===== src/sv/assert_macros.svh =====
// Assertion macros shared by the tilt-angle dial modules.
// Included by every RTL file that carries concurrent assertions; no other dependencies.
`ifndef ASSERT_MACROS_SVH
`define ASSERT_MACROS_SVH

// Property that must hold at every clock edge outside reset.
`define ASSERT_CLK(lbl, clk, rst_n, prop, msg) \
    lbl: assert property (@(posedge clk) disable iff (!rst_n) prop) \
        else $error(msg);

// Condition that must never be seen at a clock edge outside reset.
`define ASSERT_NEVER(lbl, clk, rst_n, cond, msg) \
    lbl: assert property (@(posedge clk) disable iff (!rst_n) !(cond)) \
        else $error(msg);

`endif


===== src/sv/atad_pkg.sv =====
// Package for the tilt-angle dial: widths, state and command types, arctangent table
// and the dial tick function. Has no dependencies; used by every module of the block.
package atad_pkg;

    localparam int IDX_W      = 5;
    localparam int ROOT_STEPS = 24;
    localparam int TICK_COUNT = 13;
    localparam int ANGLE_W    = 12;
    localparam int X_W        = 27;
    localparam int Z_W        = 25;
    localparam int ATAN_W     = 23;

    localparam logic signed [Z_W-1:0] Z_MAX   = 25'sd5898240;
    localparam logic [10:0]           MAG_MAX = 11'd1440;

    localparam logic REG_STROBE_PERIOD = 1'b0;
    localparam logic REG_REDRAW_THR    = 1'b1;

    typedef enum logic [2:0] {
        ST_IDLE,
        ST_SQY,
        ST_SQZ,
        ST_ROOT,
        ST_PREP,
        ST_ROT,
        ST_ANGLE,
        ST_COMMIT
    } atad_state_t;

    typedef struct packed {
        logic             load;
        logic             sq_y;
        logic             sq_z;
        logic             root;
        logic             prep;
        logic             rot;
        logic             angle;
        logic             commit;
        logic [IDX_W-1:0] idx;
    } atad_cmd_t;

    // atan(2^-i) in 2^-16 degree, rounded.
    function automatic logic [ATAN_W-1:0] atan_lut(input logic [IDX_W-1:0] i);
        logic [ATAN_W-1:0] v;
        case (i)
            5'd0:    v = 23'd2949120;
            5'd1:    v = 23'd1740967;
            5'd2:    v = 23'd919879;
            5'd3:    v = 23'd466945;
            5'd4:    v = 23'd234379;
            5'd5:    v = 23'd117304;
            5'd6:    v = 23'd58666;
            5'd7:    v = 23'd29335;
            5'd8:    v = 23'd14668;
            5'd9:    v = 23'd7334;
            5'd10:   v = 23'd3667;
            5'd11:   v = 23'd1833;
            5'd12:   v = 23'd917;
            5'd13:   v = 23'd458;
            5'd14:   v = 23'd229;
            5'd15:   v = 23'd115;
            5'd16:   v = 23'd57;
            5'd17:   v = 23'd29;
            5'd18:   v = 23'd14;
            5'd19:   v = 23'd7;
            5'd20:   v = 23'd4;
            5'd21:   v = 23'd2;
            5'd22:   v = 23'd1;
            default: v = 23'd0;
        endcase
        return v;
    endfunction

    // Tick i sits at -90 + 15*i degrees; it is lit when it lies between zero and
    // the angle, both ends included.
    function automatic logic [TICK_COUNT-1:0] ticks_for(input logic signed [ANGLE_W-1:0] d);
        logic [TICK_COUNT-1:0] want;
        int                    dv;
        int                    a;
        want = '0;
        dv   = int'(d);
        for (int i = 0; i < TICK_COUNT; i++) begin
            a = -90 + 15 * i;
            if (dv >= 0)
                want[i] = (a >= 0) && (a * 16 <= dv);
            else
                want[i] = (a <= 0) && (a * 16 >= dv);
        end
        return want;
    endfunction

endpackage


===== src/sv/atad_ctrl.sv =====
// Sequencer of the tilt-angle dial: state machine, step counter and output-valid flag.
// Depends on atad_pkg and assert_macros.svh; drives the datapath through atad_cmd_t.
`include "assert_macros.svh"

module atad_ctrl #(
    parameter int CORDIC_STEPS = 16
) (
    input  logic                clk,
    input  logic                rst_n,
    input  logic                s_tvalid,
    output logic                s_tready,
    output logic                m_tvalid,
    input  logic                m_tready,
    output atad_pkg::atad_cmd_t cmd
);
    import atad_pkg::*;

    localparam logic [IDX_W-1:0] ROOT_LAST = IDX_W'(ROOT_STEPS - 1);
    localparam logic [IDX_W-1:0] ROT_LAST  = IDX_W'(CORDIC_STEPS - 1);

    atad_state_t      state_reg, state_next;
    logic [IDX_W-1:0] cnt_reg, cnt_next;
    logic             out_valid_reg, out_valid_next;
    logic             slot_free;

    assign slot_free = !out_valid_reg || m_tready;
    assign m_tvalid  = out_valid_reg;

    always_ff @(posedge clk or negedge rst_n)
    begin
        if (!rst_n)
        begin
            state_reg     <= ST_IDLE;
            cnt_reg       <= '0;
            out_valid_reg <= 1'b0;
        end
        else
        begin
            state_reg     <= state_next;
            cnt_reg       <= cnt_next;
            out_valid_reg <= out_valid_next;
        end
    end

    // Next state and step counter.
    always_comb
    begin
        state_next = state_reg;
        cnt_next   = cnt_reg;
        unique case (state_reg)
            ST_IDLE:
            begin
                if (s_tvalid)
                    state_next = ST_SQY;
            end
            ST_SQY:
                state_next = ST_SQZ;
            ST_SQZ:
            begin
                state_next = ST_ROOT;
                cnt_next   = ROOT_LAST;
            end
            ST_ROOT:
            begin
                if (cnt_reg == '0)
                    state_next = ST_PREP;
                else
                    cnt_next = cnt_reg - 1'b1;
            end
            ST_PREP:
            begin
                state_next = ST_ROT;
                cnt_next   = '0;
            end
            ST_ROT:
            begin
                if (cnt_reg == ROT_LAST)
                    state_next = ST_ANGLE;
                else
                    cnt_next = cnt_reg + 1'b1;
            end
            ST_ANGLE:
                state_next = ST_COMMIT;
            ST_COMMIT:
            begin
                if (slot_free)
                    state_next = ST_IDLE;
            end
            default:
                state_next = ST_IDLE;
        endcase
    end

    // Commands and handshake outputs.
    always_comb
    begin
        cmd            = '0;
        cmd.idx        = cnt_reg;
        s_tready       = 1'b0;
        out_valid_next = out_valid_reg && !m_tready;
        unique case (state_reg)
            ST_IDLE:
            begin
                s_tready = 1'b1;
                cmd.load = s_tvalid;
            end
            ST_SQY:   cmd.sq_y  = 1'b1;
            ST_SQZ:   cmd.sq_z  = 1'b1;
            ST_ROOT:  cmd.root  = 1'b1;
            ST_PREP:  cmd.prep  = 1'b1;
            ST_ROT:   cmd.rot   = 1'b1;
            ST_ANGLE: cmd.angle = 1'b1;
            ST_COMMIT:
            begin
                cmd.commit = slot_free;
                if (slot_free)
                    out_valid_next = 1'b1;
            end
            default: ;
        endcase
    end

    `ASSERT_CLK(a_no_overwrite, clk, rst_n, cmd.commit |-> (!m_tvalid || m_tready), "result overwritten before transfer")
    `ASSERT_CLK(a_one_at_a_time, clk, rst_n, (s_tvalid && s_tready) |=> !s_tready, "second sample taken while one is in work")
    `ASSERT_CLK(a_valid_from_commit, clk, rst_n, $rose(m_tvalid) |-> $past(cmd.commit), "result valid without a commit")

endmodule


===== src/sv/atad_dp.sv =====
// Datapath of the tilt-angle dial: squares, digit-by-digit root, shared CORDIC stage,
// angle rounding, and the label, dial and history state.
// Depends on atad_pkg and assert_macros.svh.
`include "assert_macros.svh"

module atad_dp (
    input  logic                           clk,
    input  logic                           rst_n,
    input  atad_pkg::atad_cmd_t            cmd,
    input  logic signed [15:0]             accel_x,
    input  logic signed [15:0]             accel_y,
    input  logic signed [15:0]             accel_z,
    input  logic [3:0]                     strobe_period,
    input  logic [10:0]                    redraw_threshold,
    output logic signed [11:0]             tilt_angle,
    output logic                           label_update,
    output logic                           dial_update,
    output logic [12:0]                    tick_mask,
    output logic [12:0]                    tick_toggle,
    output logic                           hist_strobe,
    output logic [15:0]                    hist_index
);
    import atad_pkg::*;

    // Sample and arithmetic registers.
    logic signed [15:0]        ax_reg, ay_reg, az_reg;
    logic [31:0]               sq_reg;
    logic [47:0]               s_reg, res_reg;
    logic signed [X_W-1:0]     x_reg, y_reg;
    logic signed [Z_W-1:0]     z_reg;
    logic signed [ANGLE_W-1:0] ang_reg;

    // Persistent block state.
    logic                      label_phase_reg, dial_phase_reg, needle_set_reg;
    logic signed [ANGLE_W-1:0] dial_last_reg;
    logic [TICK_COUNT-1:0]     shown_reg;
    logic [3:0]                hist_phase_reg;
    logic [15:0]               hist_count_reg;

    // Combinational terms.
    logic signed [15:0]        mul_op;
    logic signed [31:0]        prod;
    logic [31:0]               sq_sum;
    logic [47:0]               bit_val, trial;
    logic [16:0]               ax_abs;
    logic signed [X_W-1:0]     xs, ys;
    logic signed [Z_W-1:0]     atan_val, zc;
    logic [23:0]               rnd;
    logic [10:0]               mag;
    logic signed [ANGLE_W-1:0] ang_next;

    logic                      label_now, eval_now, redraw;
    logic signed [ANGLE_W:0]   diff;
    logic [ANGLE_W:0]          diff_abs;
    logic [TICK_COUNT-1:0]     want, toggle, shown_next;
    logic [3:0]                hp_inc, hp_next;
    logic                      hstrobe;

    assign mul_op   = cmd.sq_z ? az_reg : ay_reg;
    assign prod     = mul_op * mul_op;
    assign sq_sum   = sq_reg + 32'(prod);

    assign bit_val  = 48'd1 << {cmd.idx, 1'b0};
    assign trial    = res_reg + bit_val;

    assign ax_abs   = ax_reg[15] ? (17'd0 - {ax_reg[15], ax_reg}) : {1'b0, ax_reg};

    assign xs       = x_reg >>> cmd.idx;
    assign ys       = y_reg >>> cmd.idx;
    assign atan_val = $signed({2'b00, atan_lut(cmd.idx)});

    // Clamp the accumulated angle to the first quadrant, then round to 1/16 degree.
    always_comb
    begin
        if (z_reg < 0)
            zc = '0;
        else if (z_reg > Z_MAX)
            zc = Z_MAX;
        else
            zc = z_reg;
        rnd = {1'b0, zc[22:0]} + 24'd2048;
        if (rnd[23:12] > {1'b0, MAG_MAX})
            mag = MAG_MAX;
        else
            mag = rnd[22:12];
        // A zero x axis gives zero; a purely vertical sample is a full right angle.
        if (ax_reg == '0)
            mag = '0;
        else if (ay_reg == '0 && az_reg == '0)
            mag = MAG_MAX;
        ang_next = ax_reg[15] ? -$signed({1'b0, mag}) : $signed({1'b0, mag});
    end

    // Label, dial and history decisions for the sample being committed.
    always_comb
    begin
        label_now  = label_phase_reg;
        eval_now   = label_now && dial_phase_reg;
        diff       = {ang_reg[ANGLE_W-1], ang_reg}
                     - {dial_last_reg[ANGLE_W-1], dial_last_reg};
        diff_abs   = diff[ANGLE_W] ? ((ANGLE_W + 1)'(0) - diff) : diff;
        redraw     = eval_now && (!needle_set_reg || diff_abs >= {2'b00, redraw_threshold});
        want       = ticks_for(ang_reg);
        toggle     = redraw ? (want ^ shown_reg) : '0;
        shown_next = redraw ? want : shown_reg;
        hp_inc     = hist_phase_reg + 4'd1;
        hstrobe    = hp_inc >= strobe_period;
        hp_next    = hstrobe ? 4'd0 : hp_inc;
    end

    // Working registers: no reset needed.
    always_ff @(posedge clk)
    begin
        if (cmd.load)
        begin
            ax_reg <= accel_x;
            ay_reg <= accel_y;
            az_reg <= accel_z;
        end
        if (cmd.sq_y)
            sq_reg <= 32'(prod);
        if (cmd.sq_z)
        begin
            s_reg   <= {sq_sum, 16'd0};
            res_reg <= '0;
        end
        if (cmd.root)
        begin
            if (s_reg >= trial)
            begin
                s_reg   <= s_reg - trial;
                res_reg <= (res_reg >> 1) + bit_val;
            end
            else
            begin
                res_reg <= res_reg >> 1;
            end
        end
        if (cmd.prep)
        begin
            x_reg <= $signed({3'b000, res_reg[23:0]});
            y_reg <= $signed({2'b00, ax_abs, 8'd0});
            z_reg <= '0;
        end
        if (cmd.rot)
        begin
            if (!y_reg[X_W-1])
            begin
                x_reg <= x_reg + ys;
                y_reg <= y_reg - xs;
                z_reg <= z_reg + atan_val;
            end
            else
            begin
                x_reg <= x_reg - ys;
                y_reg <= y_reg + xs;
                z_reg <= z_reg - atan_val;
            end
        end
        if (cmd.angle)
            ang_reg <= ang_next;
        if (cmd.commit)
        begin
            tilt_angle   <= ang_reg;
            label_update <= label_now;
            dial_update  <= redraw;
            tick_mask    <= shown_next;
            tick_toggle  <= toggle;
            hist_strobe  <= hstrobe;
            hist_index   <= hist_count_reg + {15'd0, hstrobe};
        end
    end

    always_ff @(posedge clk or negedge rst_n)
    begin
        if (!rst_n)
        begin
            label_phase_reg <= 1'b0;
            dial_phase_reg  <= 1'b0;
            dial_last_reg   <= '0;
            needle_set_reg  <= 1'b0;
            shown_reg       <= '1;
            hist_phase_reg  <= '0;
            hist_count_reg  <= '0;
        end
        else if (cmd.commit)
        begin
            label_phase_reg <= ~label_phase_reg;
            if (label_now)
                dial_phase_reg <= ~dial_phase_reg;
            if (redraw)
            begin
                dial_last_reg  <= ang_reg;
                needle_set_reg <= 1'b1;
            end
            shown_reg      <= shown_next;
            hist_phase_reg <= hp_next;
            hist_count_reg <= hist_count_reg + {15'd0, hstrobe};
        end
    end

    `ASSERT_CLK(a_angle_range, clk, rst_n, cmd.commit |-> (ang_reg <= 1440 && ang_reg >= -1440), "angle outside a right angle")
    `ASSERT_CLK(a_dial_on_label, clk, rst_n, cmd.commit |=> (!dial_update || label_update), "dial redrawn off a label strobe")
    `ASSERT_CLK(a_toggle_quiet, clk, rst_n, cmd.commit |=> (dial_update || tick_toggle == '0), "tick toggles without a redraw")

endmodule


===== src/sv/accel_tilt_angle_dial_top.sv =====
// Top level of the accelerometer tilt-angle dial: stream ports, configuration registers,
// and the sequencer and datapath. Depends on atad_pkg, atad_ctrl and atad_dp.
//
// Use of the block:
// A sample transfer on the s_ channel carries one 3-axis reading. The block returns exactly
// one result transfer on the m_ channel per sample: the tilt angle of the x axis in 1/16
// degree, the label and dial strobes with the 13-tick lit mask and its toggle mask, and the
// history strobe with its wrapping point count.
// One sample is worked on at a time. It passes through squaring on the shared 16 by 16
// multiplier, the digit-by-digit square root, a set-up step, the rotations of the shared
// CORDIC stage, and the rounding and dial update that commit the result to the output.
// A new sample is taken only once the sequencer has returned to idle after that commit.
// The output register holds a result until it is taken, so the next sample is accepted while
// it waits; only if that next result is ready before the receiver takes the first does the
// block hold it, and s_tready stays low until the output register is free.
// Reset clears the sequencer, the phases, the history count and the shown ticks (all lit) and
// returns the registers to a history period of 4 and redraw_threshold = 16. Registers are
// to be written through the APB port only while the block is idle; the block does not check.

module accel_tilt_angle_dial_top #(
    parameter int CORDIC_STEPS = 16
) (
    input  logic        clk,
    input  logic        rst_n,
    // Sample channel.
    input  logic        s_tvalid,
    output logic        s_tready,
    input  logic [47:0] s_tdata,   // accel_x [15:0], accel_y [31:16], accel_z [47:32]
    // Result channel.
    output logic        m_tvalid,
    input  logic        m_tready,
    output logic [63:0] m_tdata,   // tilt_angle [11:0], label_update [12], dial_update [13],
                                   // tick_mask [26:14], tick_toggle [39:27],
                                   // hist_strobe [40], hist_index [56:41], zero [63:57]
    // Configuration port.
    input  logic        psel,
    input  logic        penable,
    input  logic        pwrite,
    input  logic [2:0]  paddr,
    input  logic [31:0] pwdata,
    output logic [31:0] prdata,
    output logic        pready
);
    import atad_pkg::*;

    atad_cmd_t          cmd;
    logic [3:0]         strobe_period_reg;
    logic [10:0]        redraw_thr_reg;
    logic               cfg_write;

    logic signed [11:0] tilt_angle;
    logic               label_update, dial_update, hist_strobe;
    logic [12:0]        tick_mask, tick_toggle;
    logic [15:0]        hist_index;

    // The port never waits; a write completes in its access cycle.
    assign pready    = 1'b1;
    assign cfg_write = psel && penable && pwrite && pready;

    always_ff @(posedge clk or negedge rst_n)
    begin
        if (!rst_n)
        begin
            strobe_period_reg <= 4'd4;
            redraw_thr_reg    <= 11'd16;
        end
        else if (cfg_write)
        begin
            unique case (paddr[2])
                REG_STROBE_PERIOD: strobe_period_reg <= pwdata[3:0];
                REG_REDRAW_THR:    redraw_thr_reg    <= pwdata[10:0];
                default: ;
            endcase
        end
    end

    always_comb
    begin
        unique case (paddr[2])
            REG_STROBE_PERIOD: prdata = {28'd0, strobe_period_reg};
            REG_REDRAW_THR:    prdata = {21'd0, redraw_thr_reg};
            default:           prdata = '0;
        endcase
    end

    atad_ctrl #(
        .CORDIC_STEPS (CORDIC_STEPS)
    ) u_ctrl (
        .clk      (clk),
        .rst_n    (rst_n),
        .s_tvalid (s_tvalid),
        .s_tready (s_tready),
        .m_tvalid (m_tvalid),
        .m_tready (m_tready),
        .cmd      (cmd)
    );

    atad_dp u_dp (
        .clk              (clk),
        .rst_n            (rst_n),
        .cmd              (cmd),
        .accel_x          ($signed(s_tdata[15:0])),
        .accel_y          ($signed(s_tdata[31:16])),
        .accel_z          ($signed(s_tdata[47:32])),
        .strobe_period    (strobe_period_reg),
        .redraw_threshold (redraw_thr_reg),
        .tilt_angle       (tilt_angle),
        .label_update     (label_update),
        .dial_update      (dial_update),
        .tick_mask        (tick_mask),
        .tick_toggle      (tick_toggle),
        .hist_strobe      (hist_strobe),
        .hist_index       (hist_index)
    );

    assign m_tdata = {7'd0, hist_index, hist_strobe, tick_toggle, tick_mask,
                      dial_update, label_update, tilt_angle};

endmodule


===== config.mk =====
export PLATFORM = sky130hd
export DESIGN_NAME = accel_tilt_angle_dial_top
export DESIGN_NICKNAME = d
export VERILOG_FILES = /design/src/sv/atad_pkg.sv /design/src/sv/atad_ctrl.sv /design/src/sv/atad_dp.sv /design/src/sv/accel_tilt_angle_dial_top.sv
export VERILOG_INCLUDE_DIRS = /design/src /design/src/sv
export SDC_FILE = /design/constraint.sdc
export NUM_CORES = 2
export LEC_CHECK = 0
export BUFFER_PORTS_ARGS = -buffer_cell sky130_fd_sc_hd__buf_2
export CAP_MARGIN = 0
export CORE_MARGIN = 2
export CORE_UTILIZATION = 39
export DETAILED_ROUTE_END_ITERATION = 12
export SLEW_MARGIN = 20
export SYNTH_ARGS = -nofsm -noshare
export SYNTH_HDL_FRONTEND = slang
export SYNTH_HIERARCHICAL = 1
export SYNTH_SLANG_ARGS = --single-unit
export TNS_END_PERCENT = 20

===== constraint.sdc =====
create_clock -name clk -period 10 [get_ports clk]
set_clock_uncertainty 0.1 [all_clocks]
set_input_delay 1.5 -clock clk [delete_from_list [all_inputs] [get_ports clk]]
set_output_delay 1.5 -clock clk [all_outputs]
set_load 0.02 [all_outputs]

==> impl_metrics.csv <==
group,metric,value,unit
status,status,"finished, final reports clean",
sta,relative_max_transition_margin,29.5,%
synthesis,synthesis.area_per_instance,9.14,um2
synthesis,post_synth_edffs,275,
die,floorplan.rows,121,
synthesis,synth_area_leaders,"edfxtp_1 (19%), fa_1 (11%), ha_1 (9.8%)",
critical_path,timing.critical_path.mode_cell,"fa_1",
routing,detail_route.wl_per_cell,17.9,um
synthesis,proportion_of_synthesized_chip_area_in_sequential_cells,25.8,%
critical_path,worstSetupStartpointType,"flop",
grt,gr-usage-all-layers,19.8,%
synthesis,synth_largest_type_area_fraction,19.3,%
clock_tree,clock_latency,0.63,ns
synthesis,synthCells,4676,
die,placeableCoreArea,109000,um2
clock_tree,root_buffer,"clkbuf_16",
layout,final_layout_net_count,5557,
placement,detailed_place_hpwl,88200,um
clock_tree,max-clock-path-buffers,3,
routing,drtPass1Iterations,8,
grt,antenna_violations_before_repair,1,
grt,first_pass_grt_wire_length,181000,um
synthesis,synthArstFlopShare,18.2,%
critical_path,max_stage_delay,0.57,ns
routing,detail_route.drc_violations,0,
sta,timing.setup.tns,0,ns
grt,gr-total-overflow,0,
routing,finalWirelength,114000,um
synthesis,netlist_top_cells_count,"inv_1 (458), nor2_1 (403), nand2_1 (378)",
clock_tree,cts_buffers,49,
synthesis,netlist_area,42700,um2
die,die_h,335,um
die,floorplan.initialDensity,39.3,%
critical_path,setup.worst_path.class,"flop to flop",
sta,timing.final.crit_period,9.60,ns
placement,gp_routability_congestion,0.912,
clock_tree,clock-sinks,395,
routing,vias,34800,
critical_path,worst-endpoint-arrival,10.02,ns
routing,detailedRoute.firstIterationViolations,2319,
sta,worst_pin_slew,1.05,ns
sta,finalSetupViolations,0,
clock_tree,cts_htree_levels,2,
sta,period_share,96.0,%
synthesis,synth-warning-count,6,
routing,detail-route-antenna-nets,0,
die,boundaryPins,189,
synthesis,dominantRegCellSynth,"edfxtp_1",
die,die_w,335,um
layout,diodes,0,
placement,port-buffer-count,136,
grt,vias_in_the_first_global_route,33400,
clock_tree,clkTransAtPathRegs,0.06,ns
synthesis,netlist-cell-type-count,110,
grt,grt_max_degree,78,
critical_path,cp_slowest_cell,"fa_1",
synthesis,synth.largest_area_cell,"edfxtp_1",
routing,route.detailed.vias_per_inst,5.49,
sta,finalHoldViolCount,0,
synthesis,ys_ff_latch,395,
sta,hold_slack,0.357,ns
synthesis,most_numerous_cell_in_the_yosys_netlist,"inv_1",
die,die_area,112000,um2
critical_path,cp-end-kind,"flop",
sta,max_freq,104,MHz
critical_path,path_max_fanout,6,
layout,final_util,43.9,%
worst_hold_path,holdCritPathClass,"flop to flop",
layout,layout-drive-gt1-share,14.8,%
clock_tree,tritoncts,"yes",
sta,max_slew_vio_count,0,
layout,areaGrowthSynthToFinish,11.9,%
critical_path,crit_required,10.42,ns
run,maxCapViolations,0,
[worst max-delay path: cells and delay by family (launching register included)]
kind                       cells  cell delay [ns]
adders and majority gates      8             3.71
AOI/OAI and AO/OA             12             2.79
and+or+nand+nor                5             1.00
buffers and inverters          7             0.80
xor gates and xnor gates       2             0.42
DFF                            1             0.41
muxes                          1             0.23
[cell families after synthesis]
logic type,share of synthesized area [%]
other cells,0.0176
flops,25.8
simple gates,14.5
compound gates,16.5
fa+ha+maj,21.2
xor+xnor,8.02
buf+inv,6.40
mux,7.50
[per-layer routing]
metal	vias up	GRT usage, %	wire length [um]
met1	16800	27.3	52300
met4	2	4.99	2710
met5	-	0	13
met2	924	33.0	53100
li1	17000	-	-
met3	160	2.45	5680
[layout make-up]
| cell class | count | area [um2] |
|---|---|---|
| Tap cell | 1414 | 1770 |
| Inverter | 466 | 1760 |
| Clock inverter | 33 | 378 |
| Sequential cell | 395 | 11100 |
| Clock buffer | 57 | 1270 |
| Multi-Input combinational cell | 3632 | 29300 |
| Fill cell | 10700 | 61000 |
| Timing Repair Buffer | 345 | 2320 |
[cell usage in the layout, fill, tap and decap left out, types with 83 or more instances in the layout]
| cell | instances |
|---|---|
| inv_1 | 451 |
| nor2_1 | 396 |
| nand2_1 | 367 |
| ha_1 | 333 |
| a21oi_1 | 289 |
| edfxtp_1 | 275 |
| fa_1 | 243 |
| xnor2_1 | 235 |
| o21ai_0 | 214 |
| buf_4 | 199 |
| xor2_1 | 153 |
| buf_2 | 137 |
| nor3_1 | 93 |
| mux2_2 | 91 |
| a21o_1 | 83 |
[through the flow]
stage               worst slack (ns)  instances  area, um2
detailed placement             0.141       6228      45800
floorplan                     0.0853       4703      42900
CTS                            0.117       6318      47400
finish                         0.402       6342      47800
global placement               0.156       6226      45800
global route                -0.00410       6342      47800
[worst paths after layout]
kind	to	start	slack, ns	cells past startpoint
worst max-delay path	u_dp/s_reg[47]	u_ctrl/state_reg[2]	0.40	35
max in group asynchronous	u_ctrl/cnt_reg[0]	rst_n	8.05	2
worst min register to register	u_dp/needle_set_reg	u_dp/needle_set_reg	0.36	2
worst max register to register	u_dp/s_reg[47]	u_ctrl/state_reg[2]	0.40	35
min in group asynchronous	u_dp/hist_count_reg[5]	rst_n	0.67	1
worst min-delay path	u_dp/needle_set_reg	u_dp/needle_set_reg	0.36	2
[repair_timing]
item | CTS | global route
setup endpoints to repair | 0 | 3
hold buffers | 0 | 0
buffers inserted | 0 | 22
gates resized for setup | 0 | 56
Power is not shown: default switching activity piles up to over one toggle a cycle in this logic, so the estimate is an artifact.
